### config.mk
export PLATFORM = sky130hd
export DESIGN_NAME = pps_divmod
export DESIGN_NICKNAME = d
export VERILOG_FILES = /design/src/rtl/core/pps_pkg.sv /design/src/rtl/core/pps_divmod.sv
export SDC_FILE = /design/constraint.sdc
export NUM_CORES = 1
export LEC_CHECK = 0
export BUFFER_PORTS_ARGS = -buffer_cell sky130_fd_sc_hd__buf_2
export CAP_MARGIN = 10
export CELL_PAD_IN_SITES_DETAIL_PLACEMENT = 1
export CELL_PAD_IN_SITES_GLOBAL_PLACEMENT = 1
export CORE_MARGIN = 4
export CORE_UTILIZATION = 36
export CTS_BUF_LIST = sky130_fd_sc_hd__clkbuf_4 sky130_fd_sc_hd__clkbuf_8
export CTS_CLUSTER_DIAMETER = 30
export DETAILED_ROUTE_END_ITERATION = 6
export PLACE_DENSITY = 0.73
export SETUP_SLACK_MARGIN = 0.05
export SYNTH_ARGS = -nofsm -noshare
export SYNTH_HDL_FRONTEND = slang
export SYNTH_SLANG_ARGS = --single-unit
### constraint.sdc
create_clock -name clk -period 4.6 [get_ports clk]
set_input_delay 0.92 -clock clk [delete_from_list [all_inputs] [get_ports clk]]
set_output_delay 0.92 -clock clk [all_outputs]
set_load 0.1 [all_outputs]
### src/rtl/core/pps_pkg.sv
// Shared types and constants for the PIR partition sum and share block.
// Used by pps_divmod and pir_partition_sum_and_share; no dependencies.
package pps_pkg;

	// Command codes carried in s_tuser
	localparam logic [1:0] CMD_LOAD   = 2'd0;
	localparam logic [1:0] CMD_SELECT = 2'd1;
	localparam logic [1:0] CMD_FINISH = 2'd2;

	// Configuration register indexes
	localparam int CFG_AW = 2;
	localparam logic [CFG_AW-1:0] REG_PLAIN_MOD  = 2'd0;
	localparam logic [CFG_AW-1:0] REG_CIPHER_MOD = 2'd1;
	localparam logic [CFG_AW-1:0] REG_EMB_DIM    = 2'd2;
	localparam int CFG_DW = 62;

	// Remainder engine widths: dividend c*p + q/2 stays below 2^95
	localparam int DVD_W = 95;
	localparam int MOD_W = 62;
	localparam int CNT_W = 7;

	typedef struct packed {
		logic             start;
		logic [CNT_W-1:0] nbits;
		logic [DVD_W-1:0] dividend;
		logic [MOD_W-1:0] modulus;
	} div_req_t;

	typedef struct packed {
		logic busy;
		logic done;
	} div_stat_t;

endpackage

### src/rtl/core/pps_divmod.sv
// Bit-serial restoring remainder unit, one dividend bit per cycle.
// Also tracks the quotient reduced mod the plain modulus. Uses pps_pkg.
module pps_divmod (
	input  logic                       clk,
	input  logic                       arst_n,
	input  pps_pkg::div_req_t          req,
	input  logic [31:0]                plain,
	output pps_pkg::div_stat_t         stat,
	output logic [pps_pkg::MOD_W-1:0]  rem,
	output logic [31:0]                quo_mod
);
	import pps_pkg::*;

	logic             busy_q;
	logic             done_q;
	logic [CNT_W-1:0] cnt_q;
	logic [DVD_W-1:0] x_q;
	logic [MOD_W-1:0] r_q;
	logic [MOD_W-1:0] mod_q;
	logic [31:0]      qm_q;

	logic [MOD_W:0]   r_sh;
	logic             ge;
	logic [MOD_W:0]   r_sub;
	logic [32:0]      t;
	logic [32:0]      t_red;

	always_comb begin
		r_sh  = {r_q, x_q[DVD_W-1]};
		ge    = r_sh >= {1'b0, mod_q};
		r_sub = ge ? (r_sh - {1'b0, mod_q}) : r_sh;
		t     = {qm_q, ge};
		t_red = (t >= {1'b0, plain}) ? (t - {1'b0, plain}) : t;
	end

	always_ff @(posedge clk or negedge arst_n) begin
		if (!arst_n) begin
			busy_q <= 1'b0;
			done_q <= 1'b0;
			cnt_q  <= '0;
		end else begin
			done_q <= 1'b0;
			if (req.start) begin
				busy_q <= 1'b1;
				cnt_q  <= req.nbits;
			end else if (busy_q) begin
				cnt_q <= cnt_q - 1'b1;
				if (cnt_q == CNT_W'(1)) begin
					busy_q <= 1'b0;
					done_q <= 1'b1;
				end
			end
		end
	end

	always_ff @(posedge clk) begin
		if (req.start) begin
			// align the top dividend bit with the msb of the shifter
			x_q   <= req.dividend << (CNT_W'(DVD_W) - req.nbits);
			r_q   <= '0;
			qm_q  <= '0;
			mod_q <= req.modulus;
		end else if (busy_q) begin
			x_q  <= x_q << 1;
			r_q  <= r_sub[MOD_W-1:0];
			qm_q <= t_red[31:0];
		end
	end

	assign stat.busy = busy_q;
	assign stat.done = done_q;
	assign rem       = r_q;
	assign quo_mod   = qm_q;

endmodule

; Word level (Yosys, flattened, before mapping)
; Cells that the tools add are included.
[word_totals]
inputBits = 199
ramBits = 0
latch_bits = 0
out_inout_bits = 96
rom_bits = 0
mem_count = 0
ff_bits = 260
wordCells = 28
[classes]
shift = 1
bitwise = 0
eq_ne = 1
n_lt_le_gt_ge = 2
div_mod_pow = 0
reduce_logical = 1
n_mul = 0
add_sub_neg = 4
muxes = 12
[op_table]
columns = cell, count
row1 = two-way mux 95 bit, 2
row2 = left shift 95 x 7 -> 95 bit, 1
row3 = >= comparator 63 x 62 -> 1 bit, 1
row4 = two-way mux 62 bit, 1
row5 = subtractor 62 bit, 1
row6 = >= comparator 33 x 32 -> 1 bit, 1
row7 = two-way mux 32 bit, 1
row8 = subtractor 32 bit, 1
row9 = two-way mux 7 bit, 2
row10 = "== test 7 x 1 -> 1 bit, second input constant", 1
row11 = "subtractor 7 x 1 -> 7 bit, second input constant", 1
row12 = "subtractor 7 bit, first input constant", 1
row13 = two-way mux 1 bit, 6
row14 = nonzero test 2 bit, 1

; Depth between registers and ports, before layout
[depth]
word_depth = 4
depth_mapped = 25
depth_no_buf = 23

; Worst setup path after synthesis
; No wires, ideal clock.
[synth_path]
kind = flip-flop to flip-flop
from = register r_q[13] (netlist: rem[13])
to = register qm_q[30] (netlist: quo_mod[30])
t_required_ns = 4.482
path_buffers = 2
synth_period_minus_slack_ns = 5.757
setup_ns = 0.118
stages_incl_launch_ff = 25
t_arrival_ns = 5.639
setup_slack_ns = -1.157
cell_sequence = dfxtp_1 > ha_1 > buf_2 > a21oi_1 > o21ai_1 > a2111oi_2 > a211o_1 > a211oi_1 > o31ai_1 > nand2_2 > inv_2 > buf_2 > ha_1 > inv_1 > fa_1 > a21o_1 > a221oi_1 > o21bai_1 > a41o_1 > a31oi_1 > o21ai_0 > a21oi_1 > xor2_1 > o211ai_1 > o211a_1
[synth_via]
elab_chain_cells = 3
elab_cells_between_ends = 4
classes_between = add/sub (1) / order compare (2) / mux (1)
[synth_lines]
columns = element, line_no
row1 = "start, declared", pps_divmod.sv:18  ; logic [MOD_W-1:0] r_q;
row2 = "start signal, assigned", pps_divmod.sv:65  ; r_q <= r_sub[MOD_W-1:0];
row3 = >= comparator 63 x 62 -> 1 bit *, pps_divmod.sv:30  ; ge = r_sh >= {1'b0, mod_q};
row4 = subtractor 32 bit or >= comparator 33 x 32 -> 1 bit (tied branches), pps_divmod.sv:33  ; t_red = (t >= {1'b0, plain}) ? (t - {1'b0, plain}) : t;
row5 = two-way mux 32 bit *, pps_divmod.sv:33
row6 = "end signal, assigned", pps_divmod.sv:66  ; qm_q <= t_red[31:0];
row7 = "end, declared", pps_divmod.sv:20  ; logic [31:0] qm_q;
; Every way passes the cells marked *; elsewhere a longest branch is shown, timed or not.
; A chain may end at the register's enable or synchronous reset.

; Worst setup path in the final report
[layout_path]
from = register mod_q[12]
to = register qm_q[30] (netlist: quo_mod[30])
[layout_via]
elab_chain_cells = 3
elab_cells_between_ends = 4
classes_between = add/sub (1) / order compare (2) / mux (1)
[layout_lines]
columns = element, line_no
row1 = "start, declared", pps_divmod.sv:19  ; logic [MOD_W-1:0] mod_q;
row2 = "start signal, assigned", pps_divmod.sv:62  ; mod_q <= req.modulus;
row3 = >= comparator 63 x 62 -> 1 bit *, pps_divmod.sv:30
row4 = subtractor 32 bit or >= comparator 33 x 32 -> 1 bit (tied branches), pps_divmod.sv:33
row5 = two-way mux 32 bit *, pps_divmod.sv:33
; Marks and branches as above.

==> results_dict.tcl <==
set metrics [dict create \
    outcome "complete, but fails checks" \
    violated_checks "negative setup slack" \
    grt_start_max_net_pins 114 \
    clkLatencyLatePin_ns 0.65 \
    seqCellArea_um2 7010 \
    start_util_pct 36.6 \
    synth-adder-area-share_pct 5.73 \
    cap_violations 0 \
    vdd.ir_drop.worst_mv 0.324 \
    mostFrequentLayoutCells "378 x nand2_1, 292 x buf_2, 280 x nor2_1" \
    antenna_found_initial 1 \
    remaining_drc_errors 0 \
    met3_resource_use_gr_pct 4.40 \
    clock_path_buffers 3 \
    drtPass1Iterations 5 \
    synth_compound_area_share_pct 22.3 \
    synth.area.mux_share_pct 14.6 \
    dieWidth_um 253 \
    ys_seq_area_share_pct 31.5 \
    placed_cells_incl_taps 3554 \
    path_class_of_the_lowest_slack_min_delay_path "input port to asynchronous set/reset pin" \
    critical_path.cell_chain "inv_2 -> ha_4 -> buf_4 -> nand2_1 -> a21oi_1 -> o211ai_1 -> a211o_1 -> a211oi_4 -> o31ai_4 -> nand2_2 -> inv_4 -> ha_4 -> inv_2 -> fa_2 -> a21o_1 -> a221oi_2 -> o21bai_1 -> a41o_1 -> a31oi_2 -> o21ai_2 -> a21oi_2 -> xor2_1 -> o211ai_1 -> o211a_1" \
    period_share_pct 101 \
    rsz0062_at_grt "yes" \
    layer_carrying_the_most_global_route_usage "met2" \
    ys_warn_count 0 \
    clock-sinks 260 \
    critical_path.reg2reg.endpoint "quo_mod[30]" \
    clk_root_buffer_cell "clkbuf_8" \
    grt_util_all_layers_pct 25.1 \
    yosys.area_share.simple_pct 16.4 \
    finalSetupViolations 3 \
    met1_usage_pct 33.0 \
    critical_setup_path_class "flip-flop to flip-flop" \
    total_power_mw 16.1 \
    crit_arrival_ns 5.14 \
    largest_delay_share_family_worst_path "compound AO/OA/AOI/OAI gates" \
    cts_tree "yes" \
    ant_nets 0 \
    synth.avg_cell_area_um2 8.42 \
    post-route-min-period_ns 4.63 \
    synthesis_stage_register_bit_count 260 \
    cts-htree-levels 3 \
    worstPathBufferInverterCount 4 \
    die_h_um 253 \
    fin_worst_skew_ns 0.0314 \
    required_ns 5.11 \
    static-leakage-power_nw 12.1 \
    synthesis.instances 2573 \
    asyncSetResetFlopFracSynth_pct 3.46 \
    io_pins 295 \
    route.detailed.vias_per_inst 5.76 \
    synthFlopType "edfxtp_1" \
    cp_slowest_cell "edfxtp_1" \
    finalHoldViolCount 0 \
    instances_no_fill 3748 \
    design.die.area_um2 64200 \
    multiInputGateArea_um2 14300 \
    final_wtd_congestion 0.937 \
    regToRegSetupSlack_ns -0.03 \
    worst_path_max_stage_delay_ns 0.38 \
    place.port_buffers 294 \
    met2_usage_pct 42.6 \
    mappedNetlistArea_um2 21700 \
    route.vias.total 21606 \
    fillers 7006 \
    drv_slew 0 \
    global_route.overflow_total 0 \
    grt_first_pass_wirelength_um 129000 \
    critPathLaunchType "flip-flop" \
    fin_ws_ns -0.0330 \
    post-place-ws_ns -0.266 \
    synth_top_family_by_area "compound AO/OA/AOI/OAI gates" \
    path_max_fanout 3 \
    tightestPinTransition_ns 1.14 \
    leading_cell_type_in_the_layout_fill_and_taps_excluded "nand2_1" \
    critical_path.endpoint_type "flip-flop" \
    numCtsBuffers 79 \
    critical_r2r_launch "mod_q[12]" \
    syn_to_final_growth_pct 26.3 \
    post_route_cells_drive_above_1_share_pct 29.0 \
    path_clk_slew_ns 0.05 \
    synthDistinctLibCells 77 \
    hpwl_dp_um 62300 \
    num_rows 89 \
    stdcell_area_um2 27400 \
    synthesis.nets 2870 \
    layout.nets 3205 \
    synth_xor_area_share_pct 3.60 \
    drt-total-wl_um 84300 \
    detailed_place.area_um2 24700 \
    number_of_enable_flip_flop_cells_after_synthesis 157 \
    avgRoutedWirePerCell_um 22.5 \
    core_area_um2 59200 \
    vias_in_the_first_global_route 22368 \
    power_density_nw_per_um2 588 \
    slew_headroom_pct 23.8 \
    detail_route.iter0.violations 1477 \
    maxClockFrequency_ghz 0.216 \
    worst_r2r_path_depth 24 \
    fin_worst_hold_slack_ns 0.147 \
]
routing by layer:
layer,share of wire (%),up-vias
met5,0,-
met4,2.6,0
met3,5.6,159
met2,48,656
met1,43,10668
li1,-,10123
per-stage QoR:
step | setup TNS [ns] | util, %
after CTS | -0.177 | 45.2
after global placement | -0.318 | 41.7
after floorplan | -0.0268 | -
final | -0.0540 | 46.2
after global routing | -2.22 | 46.2
after detailed placement | -2.94 | 41.7
logic make-up (layout without fill, tap and decap cells):
kind of cell / Yosys count / after routing
AO/OA/AOI/OAI: 744 / 745
XOR/XNOR: 89 / 89
adder cells (fa/ha/maj): 98 / 98
buffers and inverters: 324 / 722
flip-flops: 260 / 260
multiplexers: 219 / 219
other: 0 / 3
AND/OR/NAND/NOR: 839 / 839
final cells by class:
cell class / count / area share [%]
multi-input combinational: 1990 / 52.4
sequential: 260 / 25.6
timing repair buffer: 446 / 10.2
clock buffer: 103 / 4.84
tap: 773 / 3.54
inverter: 131 / 1.81
clock inverter: 42 / 1.60
antenna: 3 / 0.0274
repair_timing:
item,4_1_cts,5_1_grt
gates cloned,5,1
buffers inserted,17,25
hold buffers,0,0
pin swaps,18,50
resized for setup,32,84
endpoints found under the setup margin,32,32
state kept, by name (all words and copies together), names as in the netlist:
signal and flops:
busy_q 1, rem 62, done_q 1, cnt_q 7
x_q 95, quo_mod 32, mod_q 62
where the power goes:
part	leakage, nW	switching, mW	total [mW]	internal, mW
registers	2.59	0.490	3.56	3.07
clock network	0.914	1.35	3.68	2.34
logic	8.61	5.96	8.84	2.88
total	12.1	7.80	16.1	8.28
worst max path at each step:
stage               from           to  slack, ns  cells past startpoint
2_1_floorplan    rem[35]  quo_mod[26]      -0.02                     24
3_3_place_gp   mod_q[12]  quo_mod[26]      -0.12                     23
3_5_place_dp    mod_q[8]  quo_mod[26]      -0.27                     23
4_1_cts         mod_q[8]  quo_mod[26]      -0.07                     23
5_1_grt        mod_q[30]  quo_mod[30]      -0.25                     23
6_report       mod_q[12]  quo_mod[30]      -0.03                     24
synthesized netlist by cell type (5+ instances only):
master	count	area share [%]
nand2_1	379	6.6
nor2_1	287	5.0
a21oi_1	223	5.2
o21ai_0	165	3.8
edfxtp_1	157	22
clkbuf_1	142	2.5
inv_1	127	2.2
mux2i_1	123	5.7
ha_1	96	5.5
dfxtp_1	94	8.7
mux4_2	75	7.8
a21o_1	48	1.7
xnor2_1	45	1.8
xor2_1	44	1.8
nand3_1	41	0.95
a211oi_1	35	1.2
o211ai_1	33	1.1
a311oi_1	32	1.3
nand4_1	27	0.78
a221oi_1	22	0.89
buf_2	22	0.51
o21a_1	21	0.73
o2bb2ai_1	21	0.85
mux2_2	20	1.0
nor2b_1	20	0.58
nor3_1	19	0.44
a31oi_1	17	0.49
buf_1	17	0.29
o31ai_1	17	0.59
nand2b_1	15	0.43
a22o_1	14	0.57
and3_1	14	0.40
o21bai_1	14	0.49
buf_4	11	0.38
a2bb2oi_1	9	0.36
a32oi_1	9	0.36
dfrtp_1	9	1.0
or3_1	9	0.26
a22oi_1	7	0.24
o211a_1	6	0.28
o221ai_1	6	0.24
and2_1	5	0.14
and4_1	5	0.20
Note: power is estimated with default switching activity, not from simulation.
